### src/rtl/core/uwg_pkg.sv
// Shared types and constants for the 1-D unfold window gather block.
// Holds the request and response beat layouts, register codes and FSM states.
// No dependencies.
package uwg_pkg;

   // Fixed field widths of the request and response beats.
   localparam int FRAME_W = 7;
   localparam int CHAN_W  = 5;
   localparam int DATA_W  = 32;
   localparam int COL_W   = 9;

   // Stride is clamped to 1..STRIDE_MAX independent of any module parameter.
   localparam int STRIDE_MAX = 16;
   localparam int ST_W       = 5;

   // Product of an output frame and the stride.
   localparam int JST_W = FRAME_W + ST_W;

   // Register file layout.
   localparam int CSR_ADDR_W = 4;
   localparam int CSR_DATA_W = 32;

   localparam logic [4:0] KERNEL_SIZE_RESET   = 5'd3;
   localparam logic [4:0] STRIDE_RESET        = 5'd1;
   localparam logic [5:0] NUM_CHANNELS_RESET  = 6'd32;
   localparam logic [7:0] NUM_IN_FRAMES_RESET = 8'd128;

   // Operation codes of a request beat.
   localparam logic OP_WRITE = 1'b0;
   localparam logic OP_READ  = 1'b1;

   typedef enum logic [1:0] {
      REG_KERNEL_SIZE,
      REG_STRIDE,
      REG_NUM_CHANNELS,
      REG_NUM_IN_FRAMES
   } csr_index_type;

   typedef struct packed {
      logic [4:0] kernel_size;
      logic [4:0] stride;
      logic [5:0] num_channels;
      logic [7:0] num_in_frames;
   } cfg_regs_type;

   typedef struct packed {
      logic               op;
      logic [FRAME_W-1:0] in_frame;
      logic [CHAN_W-1:0]  in_channel;
      logic [DATA_W-1:0]  in_word;
      logic [FRAME_W-1:0] out_frame;
      logic [COL_W-1:0]   out_col;
   } req_item_type;

   typedef struct packed {
      logic [DATA_W-1:0] out_word;
      logic              padded;
      logic              index_error;
   } rsp_item_type;

   typedef enum logic [2:0] {
      ST_IDLE,
      ST_DIVIDE,
      ST_LOCATE,
      ST_FETCH,
      ST_REPLY
   } gather_state_type;

endpackage

### src/rtl/core/uwg_divider.sv
// Restoring divider that splits an output column into channel and tap.
// One quotient bit per cycle. Depends on uwg_pkg for the column width.
module uwg_divider #(
   parameter int DIVISOR_W = 5
) (
   input  logic                        clock,
   input  logic                        reset,
   input  logic                        start,
   input  logic [uwg_pkg::COL_W-1:0]   dividend,
   input  logic [DIVISOR_W-1:0]        divisor,
   output logic                        done,
   output logic [uwg_pkg::COL_W-1:0]   quotient,
   output logic [DIVISOR_W-1:0]        remainder
);
   import uwg_pkg::*;

   localparam int CNT_W = $clog2(COL_W);

   logic [COL_W-1:0]     quo_ff, quo_in;
   logic [DIVISOR_W-1:0] rem_ff, rem_in;
   logic [CNT_W-1:0]     count_ff, count_in;
   logic                 running_ff, running_in;
   logic                 done_ff, done_in;
   logic [DIVISOR_W:0]   trial;
   logic [DIVISOR_W:0]   diff;
   logic                 fits;

   // One shift-and-subtract step.
   always_comb begin
      trial = {rem_ff, quo_ff[COL_W-1]};
      fits  = trial >= {1'b0, divisor};
      diff  = trial - {1'b0, divisor};
   end

   always_comb begin
      quo_in     = quo_ff;
      rem_in     = rem_ff;
      count_in   = count_ff;
      running_in = running_ff;
      done_in    = 1'b0;
      if (start) begin
         quo_in     = dividend;
         rem_in     = '0;
         count_in   = '0;
         running_in = 1'b1;
      end else if (running_ff) begin
         quo_in   = {quo_ff[COL_W-2:0], fits};
         rem_in   = fits ? diff[DIVISOR_W-1:0] : trial[DIVISOR_W-1:0];
         count_in = count_ff + CNT_W'(1);
         if (count_ff == CNT_W'(COL_W - 1)) begin
            running_in = 1'b0;
            done_in    = 1'b1;
         end
      end
   end

   always_ff @(posedge clock) begin
      if (reset) begin
         running_ff <= 1'b0;
         done_ff    <= 1'b0;
         count_ff   <= '0;
      end else begin
         running_ff <= running_in;
         done_ff    <= done_in;
         count_ff   <= count_in;
      end
   end

   always_ff @(posedge clock) begin
      quo_ff <= quo_in;
      rem_ff <= rem_in;
   end

   assign done      = done_ff;
   assign quotient  = quo_ff;
   assign remainder = rem_ff;

endmodule

### config.mk
export PLATFORM = sky130hd
export DESIGN_NAME = uwg_divider
export DESIGN_NICKNAME = d
export VERILOG_FILES = /design/src/rtl/core/uwg_pkg.sv /design/src/rtl/core/uwg_divider.sv
export SDC_FILE = /design/constraint.sdc
export NUM_CORES = 1
export LEC_CHECK = 0
export ABC_CLOCK_PERIOD_IN_PS = 5600
export BUFFER_PORTS_ARGS = -buffer_cell sky130_fd_sc_hd__buf_2
export CORE_AREA = 2 2 46 80
export DETAILED_ROUTE_END_ITERATION = 8
export DIE_AREA = 0 0 48 82
export GPL_TIMING_DRIVEN = 0
export MAX_ROUTING_LAYER = met4
export PLACE_DENSITY_LB_ADDON = 0.05
export SYNTH_ARGS = -nofsm -noshare
export SYNTH_HDL_FRONTEND = slang
export SYNTH_SLANG_ARGS = --single-unit
### constraint.sdc
create_clock -name clock -period 5.6 [get_ports clock]
set_input_delay 1.12 -clock clock [delete_from_list [all_inputs] [get_ports clock]]
set_output_delay 1.12 -clock clock [all_outputs]
set_load 0.01 [all_outputs]
Yosys cells after proc, flatten, opt, wreduce, memory -nomap -nowiden --
Index checks and enable logic that the tools add are counted.
Word-level totals: input port bits 17, bits in registers 20, output and inout port bits 15
Operators by class: bitwise gates (word level) 1, reductions and logical operators 3, magnitude comparators 1, eq/ne operators 1, mux-type cells 7, add/subtract/negate cells 2
Operators by type and width (number):
- two-way mux 9 bit | 2
- greater-or-equal comparator 6 x 5 -> 1 bit | 1
- two-way mux 5 bit | 1
- subtractor 5 bit | 1
- adder 4 x 1 -> 4 bit, second input constant | 1
- equality test 4 bit, second input constant | 1
- two-way mux 1 bit | 4
- OR reduction 3 bit | 1
- nonzero test 2 bit | 1
- OR reduction 2 bit | 1
- NOT 1 bit | 1

Depth between registers and ports, before layout --
depth in word-level cells 4, depth in mapped cells 8, gate-level depth less buffers 8

Worst setup path before layout --
Ideal clock, no wire load.
kind input to register, start in divisor[0], end reg rem_ff[2], in the netlist remainder[2], stages 7, setup time 0.095 ns, path slack 2.802 ns, arrival 2.703 ns, path through ha_1 -> inv_1 -> fa_1 -> a211o_1 -> o211a_1 -> or4_1 -> o311ai_1
Between the ends: cells in the longest elaborated chain, start to end 2, elaborated cells on any way between the ends 3
Ends and longest elaborated chain:
- from (decl) | RTL line uwg_divider.sv:10 | input logic [DIVISOR_W-1:0] divisor,
- subtractor 5 bit or greater-or-equal comparator 6 x 5 -> 1 bit (tied branches) | RTL line uwg_divider.sv:32, uwg_divider.sv:31
- two-way mux 5 bit (*) | RTL line uwg_divider.sv:48 | rem_in = fits ? diff[DIVISOR_W-1:0] : trial[DIVISOR_W-1:0];
- to (signal assigned) | RTL line uwg_divider.sv:71 | rem_ff <= rem_in;
- to (decl) | RTL line uwg_divider.sv:20 | logic [DIVISOR_W-1:0] rem_ff, rem_in;
Every way passes the cells marked *; elsewhere a longest branch is shown, timed or not. A chain may end at the register's enable or synchronous reset.

Worst setup path after layout --
Ends and elaborated chain as after synthesis.

==> out/results.txt <==
cell at the root of the clock tree: sky130_fd_sc_hd__clkbuf_8
arrival time of the worst setup path: 2910 ps
buffers from clock root to sink, at most: 2
slew of the pin with the lowest slew margin: 618 ps
period utilisation layout: 49.1%
Cells after DPL: 179
total area of multi-input combinational cells: 554 um^2
Initial Utilization: 33.0%
leakage power: 0.595 nW
clock transition at the registers of the reported paths: 70 ps
cell area after synthesis: 1100 um^2
Final Total Pwr: 0.363 mW
#FFs+latches synth: 20
Routability Congestion: 0.774
setup repair after global routing missed its margin: no
area taken by flip-flops and latches: 490 um^2
fraction of the yosys area taken by sequential cells: 44.7%
diode insertion count for antenna repair: 0
hold buffer count at cts: 0
Finished Cell Area: 1360 um^2
maximum clock frequency: 0.363 GHz
EDFF count, synth: 9
required time of the critical path: 5760 ps
Die Y-Extent: 82 um
number of sinks driven by the clock tree: 20
clock tree from TritonCTS: yes
Final Hold Fails: 0
TritonCTS Buffers: 3
cell with the largest stage delay on the worst path: sky130_fd_sc_hd__or4_1
final clock skew: 2.13 ps
Mapped Nets: 129
count of port buffers added during placement: 30
worst min-delay path category: reg -> reg
outcome: complete, no violations
endpoint type of the worst setup path: register
Max H-tree Level: 1
chain of cells forming the critical path: buf_2 -> ha_1 -> inv_1 -> fa_1 -> a211o_1 -> o211a_1 -> or4_1 -> o311ai_1
wire length of the first global-routing pass: 3.84 mm
proportion of layout cells with a drive suffix above 1: 33.3%
max-capacitance violation count: 0
dominant cell by count in the synthesized netlist: sky130_fd_sc_hd__dfxtp_1
count of antenna-violating nets left after detailed routing: 0
Site Rows: 28
cells taking the most area after synthesis: sky130_fd_sc_hd__edfxtp_1 25%, sky130_fd_sc_hd__dfxtp_1 20%, sky130_fd_sc_hd__mux2_2 8.2%, sky130_fd_sc_hd__ha_1 8.0%, sky130_fd_sc_hd__inv_1 3.1%
DRT Pass-1 Iters: 3
Finished Core Util: 40.8%
Via-to-Cell Ratio: 4.84
die width: 48 um
total power divided by cell area: 267 nW/um^2
mean routed wirelength per cell: 13.2 um
kind of cell with the highest combined delay on the critical path: adder cells
Post-synth top cells: 11 x sky130_fd_sc_hd__dfxtp_1, 9 x sky130_fd_sc_hd__edfxtp_1, 9 x sky130_fd_sc_hd__inv_1
quantity of gates resized following cts: 0
clock latency reported for the late side of the worst-skew pair: 250 ps
Post-layout nets: 164
normalized max-slew margin: 58.6%
Post-Syn Area per Cell: 10.6 um^2
critical hold path startpoint: count_ff[3]
launch point of the worst path: divisor[0]
cell count after synthesis: 104
final setup violation count: 0
detailed placement HPWL: 1.91 mm
total cell area at the placement stage: 1300 um^2
fin cells: 183
cell taking the most area after synthesis: sky130_fd_sc_hd__edfxtp_1
number of pins with negative max-slew slack in the final report: 0
number of filler cells placed in the layout: 359
initial antenna violation count: 0
Synth cell types: 38
total via count in the routed design: 885
Max VDD drop: 0.188 mV
largest net degree at the start of global routing: 12
I/O pins: 32
Top FF cell, synth: sky130_fd_sc_hd__dfxtp_1
Bufs and invs on worst path: 2
largest stage delay on the critical path: 510 ps
critical path launch point type: input pin
all-layer global routing usage: 14.4%
final-layout worst hold slack: 529 ps
relative area change from synthesis to final layout: 23.8%
vias in the first global route: 890
Post-CTS Setup Repair Bufs: 0
post-route DRC violation count: 0
Crit Path Class: in -> reg
Die Area: 3940 um^2
beginning of the worst register-to-register path: quotient[8]
final worst setup slack: 2850 ps
detailed-route wire length: 2.42 mm
core area: 3330 um^2
minimum clock period after layout: 2750 ps
FFs w/ async S/R, synth: 0%
pre-CTS setup slack: 2560 ps
warnings from Yosys: 0
final-layout setup total negative slack: 0 ps
critical path peak fanout: 4
count of routing violations after the opening detailed-route iteration: 18
fraction of post-synthesis cell area in the top cell type by area: 24.6%
overflow left after global routing: 0
## cells in the final DEF (no fill, tap or decap), types with 5 or more instances in the layout
cell type,instances
sky130_fd_sc_hd__edfxtp_1,9
sky130_fd_sc_hd__mux2_2,8
sky130_fd_sc_hd__buf_2,30
sky130_fd_sc_hd__ha_1,7
sky130_fd_sc_hd__a21oi_1,5
sky130_fd_sc_hd__inv_1,9
sky130_fd_sc_hd__nor2_1,6
sky130_fd_sc_hd__dfxtp_1,11
sky130_fd_sc_hd__nor3_1,5
## worst paths after layout
kind                  end  slack [ps]  cells after the start
min                  done         530                      2
max          remainder[2]        2850                      8
min reg2reg          done         530                      2
max reg2reg  remainder[2]        3310                      8
## state kept, by name, summed over array words and instances, names as in the netlist
name	cells
done	1
quotient	9
remainder	5
count_ff	4
running_ff	1
## layer usage
metal	vias to the layer above	GRT usage (%)	share of wire, %
met5	-	-	0
met4	0	7.30	2.0
met3	4	1.98	2.6
met2	19	25.2	56
met1	414	14.7	39
li1	448	-	-
## final cells by class
class,instances,area share [%]
Timing Repair Buffer,30,11.0
Buffer,5,1.38
Inverter,9,2.49
Tap cell,45,4.14
Multi-Input combinational cell,70,40.8
Sequential cell,20,36.1
Clock buffer,4,4.05
## logic make-up (layout without fill, tap and decap cells)
kind of cell | count (synthesis) | after routing | share of synthesized area [%]
AO/OA/AOI/OAI | 20 | 20 | 13.3
XOR/XNOR | 5 | 5 | 3.99
adder cells (fa/ha/maj) | 8 | 8 | 9.81
buffers and inverters | 14 | 48 | 4.79
flip-flops | 20 | 20 | 44.7
multiplexers | 9 | 9 | 9.12
AND/OR/NAND/NOR | 28 | 28 | 14.3
## where the power goes
group	switching, mW	total (mW)	internal [mW]
combinational	0.0438	0.0814	0.0376
clock	0.0457	0.108	0.0625
sequential	0.00728	0.173	0.166
## worst min-delay path: cells and delay by family, from the launching register on
kind | cells | cell delay [ps]
DFF | 1 | 330
and+or+nand+nor | 2 | 160
No activity file was read; power rests on OpenSTA's default activity.
