==> config.mk <==
export PLATFORM = sky130hd
export DESIGN_NAME = uwg_csr
export DESIGN_NICKNAME = d
export VERILOG_FILES = /design/src/rtl/core/uwg_pkg.sv /design/src/rtl/core/uwg_csr.sv
export SDC_FILE = /design/constraint.sdc
export NUM_CORES = 1
export LEC_CHECK = 0
export ABC_CLOCK_PERIOD_IN_PS = 1600
export BUFFER_PORTS_ARGS = -buffer_cell sky130_fd_sc_hd__buf_2
export CAP_MARGIN = 40
export CELL_PAD_IN_SITES_DETAIL_PLACEMENT = 2
export CELL_PAD_IN_SITES_GLOBAL_PLACEMENT = 2
export CORE_ASPECT_RATIO = 1.4
export CORE_MARGIN = 5
export CORE_UTILIZATION = 24
export CTS_BUF_LIST = sky130_fd_sc_hd__clkbuf_8
export CTS_CLUSTER_DIAMETER = 80
export DETAILED_ROUTE_END_ITERATION = 7
export HOLD_SLACK_MARGIN = 0.12
export PLACE_DENSITY_LB_ADDON = 0.1
export SYNTH_ARGS = -nofsm -noshare
export SYNTH_HDL_FRONTEND = slang
export SYNTH_SLANG_ARGS = --single-unit
export TNS_END_PERCENT = 100
==> constraint.sdc <==
create_clock -name clock -period 1.6 [get_ports clock]
set_input_delay 0.08 -clock clock [delete_from_list [all_inputs] [get_ports clock]]
set_output_delay 0.08 -clock clock [all_outputs]
set_load 0.01 [all_outputs]
==> src/rtl/core/uwg_pkg.sv <==
// Shared types and constants for the 1-D unfold window gather block.
// Holds the request and response beat layouts, register codes and FSM states.
// No dependencies.
package uwg_pkg;

   // Fixed field widths of the request and response beats.
   localparam int FRAME_W = 7;
   localparam int CHAN_W  = 5;
   localparam int DATA_W  = 32;
   localparam int COL_W   = 9;

   // Stride is clamped to 1..STRIDE_MAX independent of any module parameter.
   localparam int STRIDE_MAX = 16;
   localparam int ST_W       = 5;

   // Product of an output frame and the stride.
   localparam int JST_W = FRAME_W + ST_W;

   // Register file layout.
   localparam int CSR_ADDR_W = 4;
   localparam int CSR_DATA_W = 32;

   localparam logic [4:0] KERNEL_SIZE_RESET   = 5'd3;
   localparam logic [4:0] STRIDE_RESET        = 5'd1;
   localparam logic [5:0] NUM_CHANNELS_RESET  = 6'd32;
   localparam logic [7:0] NUM_IN_FRAMES_RESET = 8'd128;

   // Operation codes of a request beat.
   localparam logic OP_WRITE = 1'b0;
   localparam logic OP_READ  = 1'b1;

   typedef enum logic [1:0] {
      REG_KERNEL_SIZE,
      REG_STRIDE,
      REG_NUM_CHANNELS,
      REG_NUM_IN_FRAMES
   } csr_index_type;

   typedef struct packed {
      logic [4:0] kernel_size;
      logic [4:0] stride;
      logic [5:0] num_channels;
      logic [7:0] num_in_frames;
   } cfg_regs_type;

   typedef struct packed {
      logic               op;
      logic [FRAME_W-1:0] in_frame;
      logic [CHAN_W-1:0]  in_channel;
      logic [DATA_W-1:0]  in_word;
      logic [FRAME_W-1:0] out_frame;
      logic [COL_W-1:0]   out_col;
   } req_item_type;

   typedef struct packed {
      logic [DATA_W-1:0] out_word;
      logic              padded;
      logic              index_error;
   } rsp_item_type;

   typedef enum logic [2:0] {
      ST_IDLE,
      ST_DIVIDE,
      ST_LOCATE,
      ST_FETCH,
      ST_REPLY
   } gather_state_type;

endpackage

==> src/rtl/core/uwg_csr.sv <==
// Configuration register file with an APB-style access port.
// Depends on uwg_pkg for the register layout and reset values.
module uwg_csr (
   input  logic                              clock,
   input  logic                              reset,
   input  logic                              psel,
   input  logic                              penable,
   input  logic                              pwrite,
   input  logic [uwg_pkg::CSR_ADDR_W-1:0]    paddr,
   input  logic [uwg_pkg::CSR_DATA_W-1:0]    pwdata,
   output logic [uwg_pkg::CSR_DATA_W-1:0]    prdata,
   output logic                              pready,
   output uwg_pkg::cfg_regs_type             cfg_regs
);
   import uwg_pkg::*;

   cfg_regs_type  cfg_ff;
   cfg_regs_type  cfg_in;
   csr_index_type index;
   logic          wr_beat;

   assign index   = csr_index_type'(paddr[CSR_ADDR_W-1:2]);
   assign wr_beat = psel & penable & pwrite;
   assign pready  = 1'b1;

   // Register update on the access phase of a write beat.
   always_comb begin
      cfg_in = cfg_ff;
      if (wr_beat) begin
         unique case (index)
            REG_KERNEL_SIZE:   cfg_in.kernel_size   = pwdata[4:0];
            REG_STRIDE:        cfg_in.stride        = pwdata[4:0];
            REG_NUM_CHANNELS:  cfg_in.num_channels  = pwdata[5:0];
            REG_NUM_IN_FRAMES: cfg_in.num_in_frames = pwdata[7:0];
            default:           cfg_in = cfg_ff;
         endcase
      end
   end

   always_ff @(posedge clock) begin
      if (reset) begin
         cfg_ff.kernel_size   <= KERNEL_SIZE_RESET;
         cfg_ff.stride        <= STRIDE_RESET;
         cfg_ff.num_channels  <= NUM_CHANNELS_RESET;
         cfg_ff.num_in_frames <= NUM_IN_FRAMES_RESET;
      end else begin
         cfg_ff <= cfg_in;
      end
   end

   // Read data mux.
   always_comb begin
      unique case (index)
         REG_KERNEL_SIZE:   prdata = CSR_DATA_W'(cfg_ff.kernel_size);
         REG_STRIDE:        prdata = CSR_DATA_W'(cfg_ff.stride);
         REG_NUM_CHANNELS:  prdata = CSR_DATA_W'(cfg_ff.num_channels);
         REG_NUM_IN_FRAMES: prdata = CSR_DATA_W'(cfg_ff.num_in_frames);
         default:           prdata = '0;
      endcase
   end

   assign cfg_regs = cfg_ff;

endmodule

# Word level (Yosys, flattened, before mapping)
# Index checks and enable logic that the tools add are counted.
dict set report op_classes {
  n_eq_ne 3
  muxes 1
  n_bitwise 2
  n_reduce_logical 5
}
# op count
set op_table {}
lappend op_table {{$pmux W32 S4} 1}
lappend op_table {{$reduce_and A2 Y1} 4}
lappend op_table {{$eq A2 B2 Y1 const B} 2}
lappend op_table {{$and A1 B1 Y1} 2}
lappend op_table {{$eq A2 B1 Y1 const B} 1}
lappend op_table {{$logic_not A2 Y1} 1}
dict set report word_totals {
  register_bits 24
  input_bits 41
}

# Longest topological paths before layout
# Gate-level depths: netlist of run 1.
dict set report depth {
  word_depth 3
  ltp_mapped 4
}

# Worst setup path before layout of run 1
# No wires, ideal clock.
dict set report synth_timing {
  path_kind {register to output}
  start {register cfg_ff, in the netlist cfg_regs[16]}
  end {output port prdata[2] (netlist bit)}
  t_arrival_ps 883
  required_time_ps 1520
  slack_ps 637
  stages_incl_launch_ff 2
  path_buffers 0
  path_cell_list {dfxtp_1 -> mux4_1}
}
dict set report synth_between {
  elab_chain_len 1
}
# item line
set synth_rtl {}
lappend synth_rtl {{start: declaration} uwg_csr.sv:17} ;# cfg_regs_type cfg_ff;
lappend synth_rtl {{start signal: assignment} uwg_csr.sv:47} ;# cfg_ff <= cfg_in;
lappend synth_rtl {{$pmux W32 S4} uwg_csr.sv:53} ;# unique case (index)
lappend synth_rtl {{end: declaration} uwg_csr.sv:11} ;# output logic [uwg_pkg::CSR_DATA_W-1:0] prdata,
# No other way between the ends. The select of a mux whose other input is x is not followed.

# Worst setup path in the final report of run 1
dict set report layout_timing {
  start {register cfg_ff, in the netlist cfg_regs[10]}
  end {output port prdata[2] (netlist bit)}
}
# Same word-level chain as after synthesis.

==> results of run 1 <==
-- tightest hold or removal path, cell delays in order --
cell and delay (ns):
sky130_fd_sc_hd__buf_2 0.08, sky130_fd_sc_hd__nand2b_1 0.10, sky130_fd_sc_hd__mux2i_1 0.13
-- power by group through the flow --
| stage | logic, W | clock network [W] | registers [W] |
|---|---|---|---|
| after floorplan | 0.000149 | 0 | 0.000627 |
| after global placement | 0.000155 | 0 | 0.000624 |
| after detailed placement | 0.000158 | 0 | 0.000625 |
| after CTS | 0.000168 | 0.000447 | 0.000611 |
| after global routing | 0.000186 | 0.000471 | 0.000612 |
| final | 0.000167 | 0.000428 | 0.000611 |
-- cells by family after synthesis --
logic type,Yosys count,synth area share [%]
buffers and inverters,33,17.36
flip-flops,24,34.53
multiplexers,30,26.62
other,2,0.5398
AND/OR/NAND/NOR,47,20.95
-- cell type report --
type                            instances  area (um^2)  share of cell area (%)
Clock buffer                            4        55.05                   3.308
Multi-Input combinational cell        102        755.7                   45.41
Sequential cell                        24        480.5                   28.87
Tap cell                               68        85.08                   5.113
Timing Repair Buffer                   52        287.8                   17.29
-- final timing paths --
kind / from / endpoint / slack (ns) / cells past startpoint
worst max-delay path: cfg_regs[10] / prdata[2] / 0.27 / 2
worst min-delay path: pwdata[2] / cfg_regs[21] / 0.15 / 3
worst max register to register: cfg_regs[14] / cfg_regs[14] / 0.93 / 2
worst min register to register: cfg_regs[3] / cfg_regs[3] / 0.49 / 2
-- metal layers --
| metal | track usage, % | vias to the layer above |
|---|---|---|
| met3 | 1.904 | 2 |
| met1 | 12.59 | 521 |
| met2 | 18.31 | 34 |
| met4 | 3.699 | 0 |
| li1 | - | 497 |
| met5 | 0 | - |
-- per-stage QoR --
step / utilization (%) / total power (W) / setup slack [ns] / instances
floorplan: - / 0.0007763 / 0.6369 / 159
global placement: 28.01 / 0.0007789 / 0.3645 / 241
detailed placement: 28.01 / 0.0007825 / 0.3594 / 241
CTS: 29.90 / 0.001226 / 0.2502 / 250
global route: 29.90 / 0.001269 / 0.2244 / 250
finish: 29.90 / 0.001205 / 0.2721 / 250
-- cell usage in the layout, fill, tap and decap left out, drive strengths merged, types with 2 or more instances in the layout --
master       netlist  routed
buf               29      47
nand2b            26      26
mux2i             25      25
conb               2      25
dfxtp             24      24
nor2               9       9
dlygate4sd3        0       5
mux4               5       5
and3               4       4
clkbuf             4       4
nand3              2       2
nand3b             2       2
-- timing repair --
| item | CTS | global route |
|---|---|---|
| setup buffers | 0 | 0 |
| hold endpoints to repair | 8 | 0 |
| hold buffers | 5 | 0 |
==> flow_results.org, run 1 <==
** Setup path
- WP buf/inv :: 1
- Cell Chain, Critical Path :: mux4_1 -> buf_2
- The worst setup path is captured at an output pin.
- Type of the setup path with the least slack :: reg2out
- Critical path's slowest cell :: sky130_fd_sc_hd__mux4_1
- On the worst path, the slowest cell contributes a delay of 0.48 ns.
- Crit path max fanout :: 3
- The worst setup path is launched from a flop.
- Broken down by cell family, the worst path's largest delay share belongs to multiplexers.
- Data on the critical path is required at its endpoint by roughly 1.5 ns.
- For the worst setup path, the data arrival time is approximately 1.3 ns.

** CTS
- H-Tree Level Count :: 1
- Maximum count of clock buffers along a single path :: 2
- Clk sink count :: 24
- Clock latency on the worst-skew pair, taken at its later pin, is about 0.27 ns.
- TritonCTS built the clock tree.
- CTS root buf :: sky130_fd_sc_hd__clkbuf_8
- Clock-pin slew reported for the worst setup and hold paths after clock tree synthesis :: about 0.090 ns
- Number of buffers created by CTS :: 3
- After clock tree synthesis, the repair step resized 0 gates.

** Pwr
- Leakage power :: 0.8375 nW
- Pwr dens :: 724.3 nW/um^2
- Net Switching :: approximately 0.00031 W
- Net switching is between 20% and 30% of the power.
- Register share of total power :: 50.7%
- The worst-case IR drop observed on VDD is 0.0002274 V.
- Power share of the combinational group :: about 14%
- Internal portion of total power :: 0.0008931 W
- Per report_power, the clock group accounts for between 30% and 40% of the total.

** Finish
- Antenna diodes :: 0
- Fraction of layout cells with a size suffix above 1 :: 31.32%
- Fill cells in the final layout number 641.
- Final standard cell area without fillers :: 1664 um^2
- Relative to the synthesized area, the layout overhead comes to 19.60%.
- Number of nets in the final layout :: 224
- Flip-flop count of the largest register after layout :: 24

** Floorplanning
- Total Die Area :: 7442 um^2
- Row Count :: 32
- After floorplanning, the core was sized to cover 5565 um^2.
- Die height :: 100.1 um
- Measured along the x axis, the die boundary spans roughly 74 um.
- Once the floorplan was initialized, standard cells occupied 25.00% of the core.
- For this design the top-level I/O count stands at 98.

** Route
- WL met1 :: 1537 um
- Number of DRC markers in iteration 0 :: 13
- Routed length on met2 :: 2070 um
- Wire length reported by the detailed router :: 3856 um
- The routed design uses 219 um of met3 wire.
- DRC viols :: 0
- Vias after detailed routing :: 1054
- The highest metal layer carrying signal wires in the routed design is met4.
- The first TritonRoute pass finished after 2 iterations.
- In the final routed layout, each cell accounts on average for 15.42 um.
- After detailed routing, the number of vias per cell comes to 4.216.
- Once detail routing completed, the nets flagged for antenna violations numbered 0.

** Placement
- HPWL after DPL :: 2983 um
- GPL Wtd Cong :: 0.6666
- Standard cell area after detailed placement :: ~1600 um^2
- In this run the tool buffered the top-level ports with 46 buffer cells.

** Yosys
- Top flip-flop cell by instance count after synthesis :: sky130_fd_sc_hd__dfxtp_1
- Fraction of synthesized cell area taken by the top area cell type :: 34.53%
- Yosys attributes the largest share of cell area to sky130_fd_sc_hd__dfxtp_1, sky130_fd_sc_hd__mux2i_1, sky130_fd_sc_hd__buf_4.
- Synthesis produced 136 cells.
- The synthesized design contains 24 register bits.
- The share of the Yosys chip area taken by registers is between 30% and 40%.
- Counting flops with a built-in enable in the synthesized netlist gives 0.
- Asr flop ratio synth :: 0%
- Cell Area, Synth :: approximately 1400 um^2
- Yosys printed 0 warnings.
- Number of distinct library cell variants in the gate-level netlist after synthesis :: 21
- A synthesized cell averages 10.23 um^2.
- The biggest area contributor in the post-synthesis netlist is sky130_fd_sc_hd__dfxtp_1.
- Counting instances in the post-synthesis netlist gives the leading cell types as sky130_fd_sc_hd__buf_4, sky130_fd_sc_hd__nand2b_1, sky130_fd_sc_hd__mux2i_1, sky130_fd_sc_hd__dfxtp_1, sky130_fd_sc_hd__nor2_1.

** Timing
- Minimum hold slack :: 0.1538 ns
- Setup repair after global routing left no endpoint under its margin.
- Number of failing setup endpoints in the final timing report :: 0
- Fin crit share :: 82.99%
- The number of slew-limit violations in the final report came to 0.
- After routing, the total negative slack on setup checks comes to 0 ns.
- For the final database, setup skew stands at 0 ns.
- The final count of hold timing violations is 0.
- Minimum clock period :: 1.328 ns
- FMAX :: 0.7531 GHz

** GRT
- GRT Util Overall :: 10.47%
- Antenna violations before repair :: 0
- Largest net degree at the start of global routing :: 36
- Summed over all layers, the global routing overflow is 0.
- First-pass GRT wire length :: 5982 um
- The via count of the first global-routing pass was about 1.1k.

** Flow run
- Count of maximum capacitance violations :: 0

** Min path
- Hold Crit Class :: in2reg

** Outcome
- The run finished with clean final reports.
Power figures use the tool's default switching activity.
==> run 2: changes to the inputs <==
--- a/config.mk
+++ b/config.mk
@@ -5,14 +5,14 @@
 export SDC_FILE = /design/constraint.sdc
 export NUM_CORES = 1
 export LEC_CHECK = 0
-export ABC_CLOCK_PERIOD_IN_PS = 1600
+export ABC_CLOCK_PERIOD_IN_PS = 1100
 export BUFFER_PORTS_ARGS = -buffer_cell sky130_fd_sc_hd__buf_2
 export CAP_MARGIN = 40
 export CELL_PAD_IN_SITES_DETAIL_PLACEMENT = 2
 export CELL_PAD_IN_SITES_GLOBAL_PLACEMENT = 2
 export CORE_ASPECT_RATIO = 1.4
 export CORE_MARGIN = 5
-export CORE_UTILIZATION = 24
+export CORE_UTILIZATION = 20
 export CTS_BUF_LIST = sky130_fd_sc_hd__clkbuf_8
 export CTS_CLUSTER_DIAMETER = 80
 export DETAILED_ROUTE_END_ITERATION = 7
==> constraint.sdc (replaced) <==
create_clock -name clock -period 1.1 [get_ports clock]
set_input_delay 0.055 -clock clock [delete_from_list [all_inputs] [get_ports clock]]
set_output_delay 0.055 -clock clock [all_outputs]
set_load 0.01 [all_outputs]
==> run 2 against run 1 <==
- the run now ends with negative setup slack left
- sequential cell count unchanged
- wire length up 13%
- first-iteration DRC count is 31% higher
- global-route usage grew 0.26 points
- sequential power increased by 45%
- largest cell class unchanged
- highest routed layer unchanged
==> flow_results.org, run 2 (synthesized netlist as in run 1, its figures left out) <==
** Setup path
- Critical path's slowest cell :: sky130_fd_sc_hd__mux4_2
- The maximum cell stage delay along the critical path was 0.46 ns (-0.02 ns).
- The worst setup path is launched from a flop.
- The required time at the worst-slack endpoint came to 1.04 ns (-0.48 ns).
- Crit path max fanout :: 3 (unchanged)
- R2r worst-path depth :: 4 (+2)
- The worst setup path is of the reg2out kind.
- The critical path goes through mux4_2 -> buf_6.
- STA classifies the critical path endpoint as an output pin.
- Arrival time worst endpoint :: 1.21 ns (-0.04 ns)

** Timing
- The number of slew-limit violations in the final report was 0 (unchanged).
- The final count of hold timing violations is 0 (unchanged).
- Unrepaired setup endpoints after global routing :: yes
- The final worst slack is -0.1699 ns (-0.4420 ns).
- FMAX :: 0.7875 GHz
- Final worst clock skew :: 0 ns (unchanged)
- The smallest clock period supported by the final layout is computed as 1.270 ns.
- The final setup violation count was 5 (+5).
- Dividing the final minimum period by the clock period gives 115.4%.

** CTS
- The clock latency at the later pin of the worst-skew pair is 0.27 ns (about the same).
- H-Tree Level Count :: 1 (unchanged)
- The number of clock sinks was 24 (unchanged).
- CTS tree :: yes
- Clock-pin slew reported for the worst setup and hold paths after clock tree synthesis :: 0.09 ns (about the same)
- The maximum count of clock buffers along a single path is 2 (unchanged).
- The number of buffers created by CTS is 3 (unchanged).
- CTS root buf :: sky130_fd_sc_hd__clkbuf_8

** Outcome
- The checks that failed: negative setup slack.
- The run finished, with violations left.

** GRT
- The routing usage on met1 was 12.32% (-0.28 points).
- Met3 global-route usage :: 1.570% (-0.33 points)
- GR met2 Demand/Resource :: 19.61% (+1.3 points)
- The global routing stage identified its most utilized layer as met2.
- The pin count of the biggest net entering global routing is 29 (-19%).
- The total global routing track utilization was 10.73% (+0.26 points).
- Overflow left after global routing :: 0 (unchanged)
- The number of antenna violations at the first check in global routing is 0 (unchanged).
- The via count of the first global-routing pass is 1336 (+17%).
- First-pass GRT wire length :: 7017 um (+17%)

** Min path
- The cell depth of the worst min-delay path is 3 (unchanged).
- Hold Crit Class :: in2reg

** Pwr
- IR Drop Worst-Case VDD :: 0.0004068 V (+79%)
- Pwr dens :: 944.9 nW/um^2 (+30%)
- The reported leakage power is 0.9451 nW (+13%).
- The power consumption came to 0.001801 W (+49%).

** Route
- The DRC violation count after routing was 0 (unchanged).
- Drt via density :: 3.762 (-11%)
- The residual antenna-violating net count after detailed routing is 0 (unchanged).
- Pre-Repair DR Iteration Count :: 3 (+1)
- The average detailed-routed wire length per instance came to 14.66 um (-5.0%).
- The final wirelength was 4368 um (+13%).
- The total via count in the routed design came to 1121 (+6.4%).
- The number of DRC violations after detailed-routing iteration 0 is 17 (+4).

** Finish
- The area growth from synthesis to layout is 36.96%.
- Final Util :: 27.65% (-2.3 points)
- Leaving out fill and tap cells, the most frequent cells in the layout are sky130_fd_sc_hd__buf_2, sky130_fd_sc_hd__nand2b_1, sky130_fd_sc_hd__mux2i_1, sky130_fd_sc_hd__conb_1, sky130_fd_sc_hd__buf_4.
- The number of flip-flops in the largest register was 24 (unchanged).
- The number of nets at the end of the flow is 245 (+9.4%).
- The library cell used most frequently in the layout, excluding fill and tap cells, is sky130_fd_sc_hd__buf_2.
- Number of filler cells placed in the layout :: 819 (+28%)
- The antenna diode count is 0 (unchanged).
- Fraction of layout cells with a size suffix above 1 :: 48.28% (+17 points)

** Placement
- The quantity of I/O buffers inserted on ports came to 46 (unchanged).
- GPL Wtd Cong :: 0.7190 (+7.9%)
- HPWL after DPL :: 3331 um (+12%)

** Floorplanning
- The area of the placeable core was 6892 um^2 (+24%).
- Number of top-level pins :: 98 (unchanged)
- The floorplan die width came to 80.49 um (+8.3%).
- Total Die Area :: 8748 um^2 (+18%)
- The standard-cell row count came to 36 (+13%).
- Initial Utilization :: 20.19% (-4.8 points)
- The floorplan die height was 108.7 um (+8.6%).

** Flow run
- Count of maximum capacitance violations :: 0 (unchanged)
-- run 2: changes by cell type in the layout (fill, tap and decap cells not counted) --
cell,delta
sky130_fd_sc_hd__buf_2,-5
sky130_fd_sc_hd__dfxtp_1,-19
sky130_fd_sc_hd__mux4_1,-2
sky130_fd_sc_hd__mux4_2,+2
sky130_fd_sc_hd__dfxtp_2,+19
sky130_fd_sc_hd__buf_4,+20
sky130_fd_sc_hd__dlygate4sd3_1,+1
sky130_fd_sc_hd__buf_6,+5
-- run 2: report_power, final --
| part | switching, W | internal, W | total (W) | leakage (nW) |
|---|---|---|---|---|
| clock | 0.000311 | 0.000320 | 0.000631 | 0.0288 |
| combinational | 0.000152 | 0.000129 | 0.000281 | 0.715 |
| sequential | 0.00000767 | 0.000881 | 0.000888 | 0.202 |
-- run 2: what timing repair did --
item,CTS,global route
setup endpoints to repair,5,6
setup buffers,8,3
hold buffers,6,0
endpoints found under the hold margin,10,0
gates resized for setup,18,8
-- run 2: layout make-up --
cell class	instances	area, um^2	area share [%]
repair buffers	73	479.2	25.15
multi-input cells	102	748.2	39.26
well taps	95	118.9	6.238
clock buffers	4	55.05	2.889
flip-flops and latches	24	504.2	26.46
-- run 2: path summary, 6_finish.rpt --
path           startpoint           end  slack (ns)
max          cfg_regs[12]     prdata[4]       -0.17
min             pwdata[3]  cfg_regs[22]        0.14
max reg2reg  cfg_regs[21]  cfg_regs[21]        0.28
min reg2reg  cfg_regs[15]  cfg_regs[15]        0.49
-- run 2: through the flow --
step	instance area (um^2)	hold WS, ns	worst slack, ns	TNS [ns]	cells
after global routing	1906	0.1543	-0.2240	-1.053	298
after detailed placement	1660	0.3398	0.01906	0	277
final	1906	0.1422	-0.1699	-0.8401	298
after floorplan	1478	0.2103	0.1619	0	159
after global placement	1660	0.3219	0.05207	0	277
after CTS	1863	0.1345	-0.1900	-0.9124	295
-- run 2: routing by layer --
metal  share of wire, %  wire length [um]
met5                  0                 0
met1                 40              1738
met2                 55              2396
met3                3.5               152
met4                1.8                80
-- run 2: worst max-delay path: cells and delay by family (launching register included) --
| kind | cells | cell delay [ns] |
|---|---|---|
| muxes | 1 | 0.46 |
| DFF | 1 | 0.34 |
| buffers and inverters | 1 | 0.14 |
